File: src/hdl/vcmg_pkg.sv
// ----------------------------------------------------------------------------
// vcmg_pkg: shared types and constants for the voxel column mean grid
// Holds sizes, status codes and the controller-to-datapath command struct.
// ----------------------------------------------------------------------------
`default_nettype none
package vcmg_pkg;
    localparam int MAX_POINTS = 4096;
    localparam int GRID_ROWS  = 64;
    localparam int GRID_COLS  = 64;
    localparam int COORD_BITS = 16;

    localparam logic [1:0] ST_OK       = 2'd0;
    localparam logic [1:0] ST_EMPTY    = 2'd1;
    localparam logic [1:0] ST_TOO_BIG  = 2'd2;
    localparam logic [1:0] ST_OVERFLOW = 2'd3;

    // Datapath operation codes issued by the controller.
    localparam logic [2:0] OP_NONE  = 3'd0;
    localparam logic [2:0] OP_LOAD  = 3'd1;
    localparam logic [2:0] OP_CLEAR = 3'd2;  // zero one accumulator cell
    localparam logic [2:0] OP_READ  = 3'd3;  // read one stored point
    localparam logic [2:0] OP_ACC   = 3'd4;  // add read point into its cell
    localparam logic [2:0] OP_CELL  = 3'd5;  // read one accumulator cell
    localparam logic [2:0] OP_DIV   = 3'd6;  // start the divider

    typedef struct packed {
        logic [2:0] op;
        logic       new_set;
    } t_cmd;

    typedef struct packed {
        logic div_done;
    } t_stat;
endpackage
`default_nettype wire

File: src/hdl/vcmg_ctrl.sv
// ----------------------------------------------------------------------------
// vcmg_ctrl: sequencer for loading, binning and per-cell fetch
// Runs the clear and bin sweeps and drives one result per fetch.
// ----------------------------------------------------------------------------
`default_nettype none
module vcmg_ctrl #(
    parameter int MAX_POINTS = vcmg_pkg::MAX_POINTS,
    parameter int GRID_ROWS  = vcmg_pkg::GRID_ROWS,
    parameter int GRID_COLS  = vcmg_pkg::GRID_COLS,
    parameter int COORD_BITS = vcmg_pkg::COORD_BITS,
    parameter int PW         = $clog2(MAX_POINTS + 1),
    parameter int CW         = $clog2(GRID_ROWS * GRID_COLS + 1)
) (
    input  wire logic               i_clk,
    input  wire logic               i_rst_n,
    input  wire logic               start,
    output logic                    busy,
    input  wire logic               i_mode,
    input  wire logic [COORD_BITS:0] i_w,
    input  wire logic [COORD_BITS:0] i_h,
    input  wire logic [CW-1:0]      i_pt_idx,
    input  wire vcmg_pkg::t_stat    i_stat,
    output vcmg_pkg::t_cmd          o_cmd,
    output logic [PW-1:0]           o_paddr,
    output logic [CW-1:0]           o_caddr,
    output logic                    o_valid,
    output logic                    o_err,
    output logic [1:0]              o_status,
    output logic [5:0]              o_row,
    output logic [5:0]              o_col,
    output logic                    o_last
);
    localparam int NC = GRID_ROWS * GRID_COLS;
    localparam logic [2:0] S_IDLE = 3'd0, S_CLR = 3'd1, S_RD = 3'd2,
        S_ACC = 3'd3, S_CELL = 3'd4, S_DIV = 3'd5, S_WAIT = 3'd6,
        S_DRAIN = 3'd7;
    localparam logic [1:0] PH_LOAD = 2'd0, PH_FETCH = 2'd1, PH_DONE = 2'd2;

    logic [2:0]    r_state;
    logic [1:0]    r_phase;
    logic [PW-1:0] r_count, r_ptr;
    logic [CW-1:0] r_cidx, r_fetch;
    logic [CW-1:0] r_cells;
    logic [10:0]   r_row, r_col;
    logic          r_ovf;
    logic [1:0]    chk;
    logic [2*COORD_BITS+1:0] wh;

    assign busy = (r_state != S_IDLE);
    assign wh   = i_w * i_h;

    always_comb begin
        if (r_count == '0)                 chk = vcmg_pkg::ST_EMPTY;
        else if (r_ovf)                    chk = vcmg_pkg::ST_OVERFLOW;
        else if (i_w > (COORD_BITS+1)'(GRID_ROWS) || i_h > (COORD_BITS+1)'(GRID_COLS))
            chk = vcmg_pkg::ST_TOO_BIG;
        else                               chk = vcmg_pkg::ST_OK;
    end

    always_comb begin
        o_cmd   = '{op: vcmg_pkg::OP_NONE, new_set: (r_phase != PH_LOAD)};
        o_paddr = r_ptr;
        o_caddr = r_cidx;
        if (r_state == S_IDLE && start && !i_mode && r_phase == PH_LOAD &&
            r_count < PW'(MAX_POINTS)) begin
            o_cmd.op = vcmg_pkg::OP_LOAD;
            o_paddr  = r_count;
        end else if (r_state == S_IDLE && start && !i_mode && r_phase != PH_LOAD) begin
            o_cmd.op = vcmg_pkg::OP_LOAD;
            o_paddr  = '0;
        end else begin
            case (r_state)
                S_CLR:  o_cmd.op = vcmg_pkg::OP_CLEAR;
                S_RD:   o_cmd.op = vcmg_pkg::OP_READ;
                S_ACC: begin
                    o_cmd.op = vcmg_pkg::OP_ACC;
                    o_caddr  = i_pt_idx;
                end
                S_CELL: begin
                    o_cmd.op = vcmg_pkg::OP_CELL;
                    o_caddr  = r_fetch;
                end
                S_DIV:  o_cmd.op = vcmg_pkg::OP_DIV;
                default: o_cmd.op = vcmg_pkg::OP_NONE;
            endcase
        end
    end

    always_ff @(posedge i_clk) begin
        if (!i_rst_n) begin
            r_state <= S_IDLE; r_phase <= PH_LOAD; r_count <= '0; r_ovf <= 1'b0;
            r_ptr <= '0; r_cidx <= '0; r_fetch <= '0; r_cells <= '0;
            r_row <= '0; r_col <= '0; o_valid <= 1'b0; o_err <= 1'b0;
            o_status <= '0; o_row <= '0; o_col <= '0; o_last <= 1'b0;
        end else begin
            o_valid <= 1'b0;
            case (r_state)
                S_IDLE: begin
                    if (start && !i_mode) begin
                        if (r_phase != PH_LOAD) begin
                            r_phase <= PH_LOAD; r_count <= PW'(1); r_ovf <= 1'b0;
                        end else if (r_count < PW'(MAX_POINTS)) begin
                            r_count <= r_count + PW'(1);
                        end else begin
                            r_ovf <= 1'b1;
                        end
                    end else if (start && i_mode) begin
                        if (r_phase == PH_FETCH) begin
                            r_state <= S_CELL;
                        end else if (chk != vcmg_pkg::ST_OK) begin
                            o_valid <= 1'b1; o_err <= 1'b1; o_status <= chk;
                            o_row <= '0; o_col <= '0; o_last <= 1'b1;
                            r_phase <= PH_DONE;
                        end else begin
                            r_cells <= CW'(wh);
                            r_cidx <= '0; r_state <= S_CLR;
                        end
                    end
                end
                S_CLR: begin
                    r_cidx <= r_cidx + CW'(1);
                    if (r_cidx == CW'(NC - 1)) begin
                        r_ptr <= '0; r_state <= S_RD;
                    end
                end
                S_RD: begin
                    r_state <= S_ACC;
                end
                S_ACC: begin
                    r_ptr <= r_ptr + PW'(1);
                    if (r_ptr + PW'(1) >= r_count) begin
                        r_phase <= PH_FETCH; r_fetch <= '0;
                        r_row <= '0; r_col <= '0; r_state <= S_DRAIN;
                    end else begin
                        r_state <= S_RD;
                    end
                end
                // Lets the last accumulator write land before the first cell read.
                S_DRAIN: r_state <= S_CELL;
                S_CELL: r_state <= S_DIV;
                S_DIV:  r_state <= S_WAIT;
                S_WAIT: begin
                    if (i_stat.div_done) begin
                        o_valid <= 1'b1; o_err <= 1'b0; o_status <= vcmg_pkg::ST_OK;
                        o_row <= r_row[5:0]; o_col <= r_col[5:0];
                        o_last <= (r_fetch + CW'(1) >= r_cells);
                        r_state <= S_IDLE;
                        if (r_fetch + CW'(1) >= r_cells) begin
                            r_phase <= PH_DONE; r_fetch <= '0;
                        end else begin
                            r_fetch <= r_fetch + CW'(1);
                            if (11'(r_col) + 11'd1 == 11'(i_h)) begin
                                r_col <= '0; r_row <= r_row + 11'd1;
                            end else begin
                                r_col <= r_col + 11'd1;
                            end
                        end
                    end
                end
                default: r_state <= S_IDLE;
            endcase
        end
    end
endmodule
`default_nettype wire

File: config.mk
export PLATFORM = sky130hd
export DESIGN_NAME = vcmg_ctrl
export DESIGN_NICKNAME = d
export VERILOG_FILES = /design/src/hdl/vcmg_pkg.sv /design/src/hdl/vcmg_ctrl.sv
export SDC_FILE = /design/constraint.sdc
export NUM_CORES = 1
export LEC_CHECK = 0
export ABC_AREA = 1
export BUFFER_PORTS_ARGS = -buffer_cell sky130_fd_sc_hd__buf_2
export CAP_MARGIN = 15
export CORE_AREA = 4 4 150 152
export CTS_BUF_LIST = sky130_fd_sc_hd__clkbuf_8
export CTS_CLUSTER_DIAMETER = 50
export DETAILED_ROUTE_END_ITERATION = 10
export DIE_AREA = 0 0 154 156
export SLEW_MARGIN = 15
export SYNTH_ARGS = -nofsm -noshare
export SYNTH_HDL_FRONTEND = slang
export SYNTH_SLANG_ARGS = --single-unit
File: constraint.sdc
create_clock -name i_clk -period 9.98 [get_ports i_clk]
set_input_delay 1.996 -clock i_clk [delete_from_list [all_inputs] [get_ports i_clk]]
set_output_delay 1.996 -clock i_clk [all_outputs]
set_load 0.02 [all_outputs]
==> results of run 1 <==
## cells in the mapped netlist (7+ instances only)
cell / count / area share (%)
o221ai_1: 10 / 0.93
nor3_1: 29 / 1.5
xor2_1: 24 / 2.2
dfxtp_1: 105 / 22
buf_2: 11 / 0.59
fa_1: 48 / 10
nand2_1: 372 / 15
inv_1: 264 / 11
o21ai_0: 40 / 2.1
o22ai_1: 11 / 0.73
a211oi_1: 28 / 2.2
nor2_1: 98 / 3.9
inv_2: 9 / 0.36
nand3b_1: 9 / 0.72
a21oi_1: 95 / 5.1
nand3_1: 88 / 4.7
ha_1: 69 / 9.2
nor2_2: 7 / 0.47
nand4_1: 21 / 1.4
clkbuf_1: 33 / 1.3
xnor2_1: 7 / 0.65
## flip-flops by register name, summed over array words and instances (netlist names)
signal and flops:
o_col 6, o_err 1, o_last 1, o_row 6, o_status 2, o_valid 1, r_cells 13, r_cidx 13
r_col 11, r_count 13, r_fetch 13, r_ovf 1, r_phase 2, r_ptr 13, r_row 6, r_state 3
## cells by family (layout without fill, tap and decap cells)
| kind of cell | count (synthesis) | in the layout | share of synthesized area, % |
|---|---|---|---|
| compound gates | 199 | 199 | 12.3 |
| fa+ha+maj | 117 | 117 | 19.4 |
| xor+xnor | 32 | 32 | 3.13 |
| simple gates | 643 | 643 | 29.4 |
| buf+inv | 324 | 392 | 13.4 |
| flops | 105 | 105 | 22.4 |
## routing by layer
metal | vias up | share of wire, % | GRT usage, %
met1 | 4061 | 50 | 29.4
met4 | 0 | 0.90 | 3.95
met5 | - | 0 | 0
met2 | 148 | 46 | 33.5
li1 | 4640 | - | -
met3 | 14 | 3.5 | 2.88
## metrics by stage
stage,instances,worst slack [ps],cell area (µm²),total power [mW]
4_1_cts,1763,3980,10200,1.24
2_1_floorplan,1420,3790,9380,0.824
6_report,1763,3970,10200,1.22
5_1_grt,1763,3740,10200,1.34
3_3_place_gp,1747,3720,10000,0.931
3_5_place_dp,1747,3710,10000,0.933
## power breakdown
part	switching [mW]	total, mW	internal [mW]
clock network	0.172	0.296	0.124
logic	0.299	0.495	0.196
registers	0.00230	0.425	0.422
## final cells by class
cell class | instances | area [µm²]
fill | 2167 | 10800
multi-input combinational | 991 | 6030
clock inverter | 7 | 93.8
clock buffer | 9 | 124
inverter | 275 | 1030
tap | 275 | 344
timing repair buffer | 101 | 510
sequential | 105 | 2100
## tightest hold or removal path, cell delays in order, from the launching register on
cell	delay, ps
dfxtp_1	330
nand2_1	60
a21oi_1	50
## worst min path at each step
stage | from | endpoint | slack (ps)
floorplan | r_cells[0] | r_cells[0] | 430
global placement | o_row[2] | o_row[2] | 450
detailed placement | o_row[2] | o_row[2] | 450
CTS | r_fetch[12] | r_fetch[12] | 480
global route | o_col[3] | o_col[3] | 490
finish | o_row[2] | o_row[2] | 480
==> impl_results.md, run 1 <==
* Post CTS Setup Buffer Count at 0
* FF+latch count, synth at 105
* Crit path depth at 8
* Worst setup endpoint: o_paddr[11]
* Vias per cell at 5.03
* Syn nets at 1589
* Synth Instances at 1420
* Cell area power density at 119 nW/µm²
* Critical path type: primary input to output port
* Leading cell type in the layout, fill and taps excluded: nand2_1
* Synth cell types at 42
* Antenna violations before repair at 0
* Leakage Power at 5.14 nW
* Status: finished, final reports clean
* Die ar. at 24000 µm²
* Number of global-route vias before repair at 8434
* Max H-tree Level at 3
* Cts bufs inserted at 9
* Ys async rst share at 0%
* Routed Wire Length at 24300 µm
* Max Cap Viol at 0
* Routed via count at 8863
* CTS Root Cell: clkbuf_8
* Setup TNS at 0 ps
* Reg-to-Reg Start: r_fetch[0]
* Critical Path, Cell by Cell: buf_2 -> inv_1 -> nor2_1 -> nand3_1 -> nor2_1 -> inv_1 -> o22ai_1 -> buf_2
* Largest net degree at the start of global routing at 74
* Setup crit start kind: primary input
* Register area share after synthesis at 22.4%
* Min Tclk post-route at 6010 ps
* Cts repair resizes at 0
* Relative slew slack at 30.3%
* GR Overflow Total at 0
* GP Congestion at 0.887
* Leading cell types in the layout, fill and taps excluded: nand2_1, inv_1, dfxtp_1
* Die width at 154 µm
* RSZ-0062 raised after global routing: no
* Initial core utilization at 44.6%
* Worst vdd ir at 72.2 µV
* Crit path max-delay cell type: nor2_1
* Mean post-synth cell area at 6.61 µm²
* Pins Over Slew Limit at 0
* Register-to-register setup slack at 6060 ps
* Final setup fails at 0
* R2r endpoint: r_fetch[1]
* Clk_lat worst skew at 400 ps
* DRT iter0 DRCs at 495
* Cell Rows at 53
* Fin util at 48.7%
* CP Data Required Time at 7980 ps
* Crit path max-delay family: simple AND/OR/NAND/NOR gates
* CORE AREA at 21000 µm²
* Worst Tran Pin Value at 1050 ps
* Die height at 156 µm
* Crit Path Max Fanout at 12
* First-pass GRT wire length at 41500 µm
* Top FF cell, synth: dfxtp_1
* Share of cells above drive strength 1 at 10.0%
* Crit. End Element: output port
* Post-synthesis instance area at 9380 µm²
* CTS tree: built
* DR WL/cell at 13.8 µm
* Clock tree buffer depth at 2
* Final hold violation count at 0
* Number of port buffers at 99
* Nets at 1652
* I/O pin cnt at 100
* Crit path from: start
* Antenna Violating Nets Remaining at 0
* Crit path buffers/inverters at 4
* Fmax achieved at 166 MHz
* Antenna diode count at 0
* Hpwl dp at 19100 µm
* Final cycle utilization of the critical path at 60.2%
* Residual DRC at 0
* Number of flops mapped to enable cells by yosys at 0
* HP Class: flip-flop to flip-flop
* Hold bufs inserted after CTS at 0
* Synthesis-to-finish area growth at 9.13%
* Synth Warn # at 0
* Worst-case reg-to-reg path depth at 17
* Hold Path Depth at 2
* Gr usage total at 20.5%
* Largest stage delay, worst path at 640 ps
* Reg clk slew, reported paths at 120 ps
* Final setup skew at 17.8 ps
* First-pass detailed-route iteration total at 5
* Worst Path Arrival at 4010 ps
* Hold slack final at 475 ps
* CTS Sinks at 105
No activity file was read; power rests on OpenSTA's default activity.
==> inputs of run 2 (changes only) <==
==> constraint.sdc (replaced) <==
create_clock -name i_clk -period 6.2 [get_ports i_clk]
set_input_delay 1.24 -clock i_clk [delete_from_list [all_inputs] [get_ports i_clk]]
set_output_delay 1.24 -clock i_clk [all_outputs]
set_load 0.02 [all_outputs]
==> impl_results.md, run 2 (same netlist as run 1, synthesis figures left out) <==
* Die ar. at 24000 µm²
* Antenna diode count at 0
* First-pass GRT wire length at 41000 µm
* Max H-tree Level at 3
* Max Cap Viol at 0
* First-pass detailed-route iteration total at 5
* Crit Path Max Fanout at 12
* Number of port buffers at 99
* Crit path top cell by count: inv_1
* Hold slack final at 467 ps
* Cell area power density at 191 nW/µm²
* DRT iter0 DRCs at 499
* CP Data Required Time at 6510 ps
* Min Tclk post-route at 5100 ps
* Leakage Power at 5.14 nW
* Post CTS Setup Buffer Count at 0
* Synthesis-to-finish area growth at 9.21%
* GR Overflow Total at 0
* Final cycle utilization of the critical path at 82.2%
* Final setup skew at 19.6 ps
* Setup TNS at 0 ps
* Crit. End Element: flip-flop
* I/O pin cnt at 100
* Initial core utilization at 44.6%
* Critical Path, Cell by Cell: buf_2 -> nand2_1 -> fa_1 -> inv_1 -> fa_1 -> inv_1 -> fa_1 -> inv_1 -> fa_1 -> inv_1 -> fa_1 -> inv_1 -> ha_1 -> a21oi_1 -> o21ai_0 -> a31oi_1 -> inv_1 -> nand2_1 -> nand3_1 -> nand2_1 -> inv_1
* Pins Over Slew Limit at 0
* Routed via count at 8840
* Hpwl dp at 19200 µm
* Vias per cell at 5.01
* Largest stage delay, worst path at 540 ps
* RSZ-0062 raised after global routing: no
* CTS tree: built
* CTS Sinks at 105
* Leading cell types in the layout, fill and taps excluded: nand2_1, inv_1, dfxtp_1
* CTS Root Cell: clkbuf_8
* Antenna Violating Nets Remaining at 0
* HP Class: flip-flop to flip-flop
* Gr usage total at 20.4%
* Worst Tran Pin Value at 985 ps
* DR WL/cell at 13.8 µm
* Worst vdd ir at 120 µV
* Nets at 1653
* Critical path type: primary input to flip-flop
* Worst Path Arrival at 5400 ps
* Cell Rows at 53
* Share of cells above drive strength 1 at 10.1%
* Largest net degree at the start of global routing at 50
* Antenna violations before repair at 0
* Setup crit start kind: primary input
* Final setup fails at 0
* Leading cell type in the layout, fill and taps excluded: nand2_1
* Die height at 156 µm
* Status: finished, final reports clean
* Clock tree buffer depth at 2
* Total Power at 1.95 mW
* Cts repair resizes at 0
* Hold bufs inserted after CTS at 0
* Fmax achieved at 196 MHz
* Clk_lat worst skew at 400 ps
* Number of global-route vias before repair at 8227
* Die width at 154 µm
* Cts bufs inserted at 9
* Residual DRC at 0
* Final hold violation count at 0
* CORE AREA at 21000 µm²
* GP Congestion at 0.891
* Relative slew slack at 34.4%
* Crit path max-delay cell type: fa_1
* Reg clk slew, reported paths at 120 ps
* Routed Wire Length at 24300 µm
## run 2: through the flow
stage               util (%)  instance area, µm²  setup slack (ps)  instances
floorplan                  -                9380               769       1420
global placement        47.7               10000               706       1748
detailed placement      47.7               10000               679       1748
CTS                     48.7               10200              1110       1764
global route            48.7               10200               781       1764
finish                  48.7               10200              1100       1764
## run 2: where the power goes
group	internal (mW)	switching (mW)
sequential	0.680	0.00346
combinational	0.317	0.481
clock	0.199	0.273
total	1.19	0.758
## run 2: cell type report
class	count	area [µm²]
Sequential cell	105	2100
Inverter	275	1030
Timing Repair Buffer	102	518
Clock buffer	9	124
Tap cell	275	344
Clock inverter	7	93.8
Fill cell	2191	10800
Multi-Input combinational cell	991	6030
## run 2: path summary, 6_finish.rpt
kind	endpoint	depth (start not counted)	startpoint	slack [ps]
max	r_cells[12]	21	i_h[5]	1100
min	o_row[2]	2	o_row[2]	470
max reg2reg	r_col[9]	20	r_ptr[0]	2270
min reg2reg	o_row[2]	2	o_row[2]	470
## run 2: metal layers
layer	global-route usage [%]	routed length, µm	up-vias
met3	3.44	994	25
met2	32.3	10900	157
met4	4.67	325	0
met5	0	0	-
li1	-	-	4636
met1	29.2	12100	4022
## run 2: critical path, delay by kind of cell
kind / cells / cell delay (ps)
adders and majority gates: 6 / 2860
AOI/OAI and AO/OA: 3 / 430
buffers and inverters: 8 / 590
and+or+nand+nor: 4 / 300
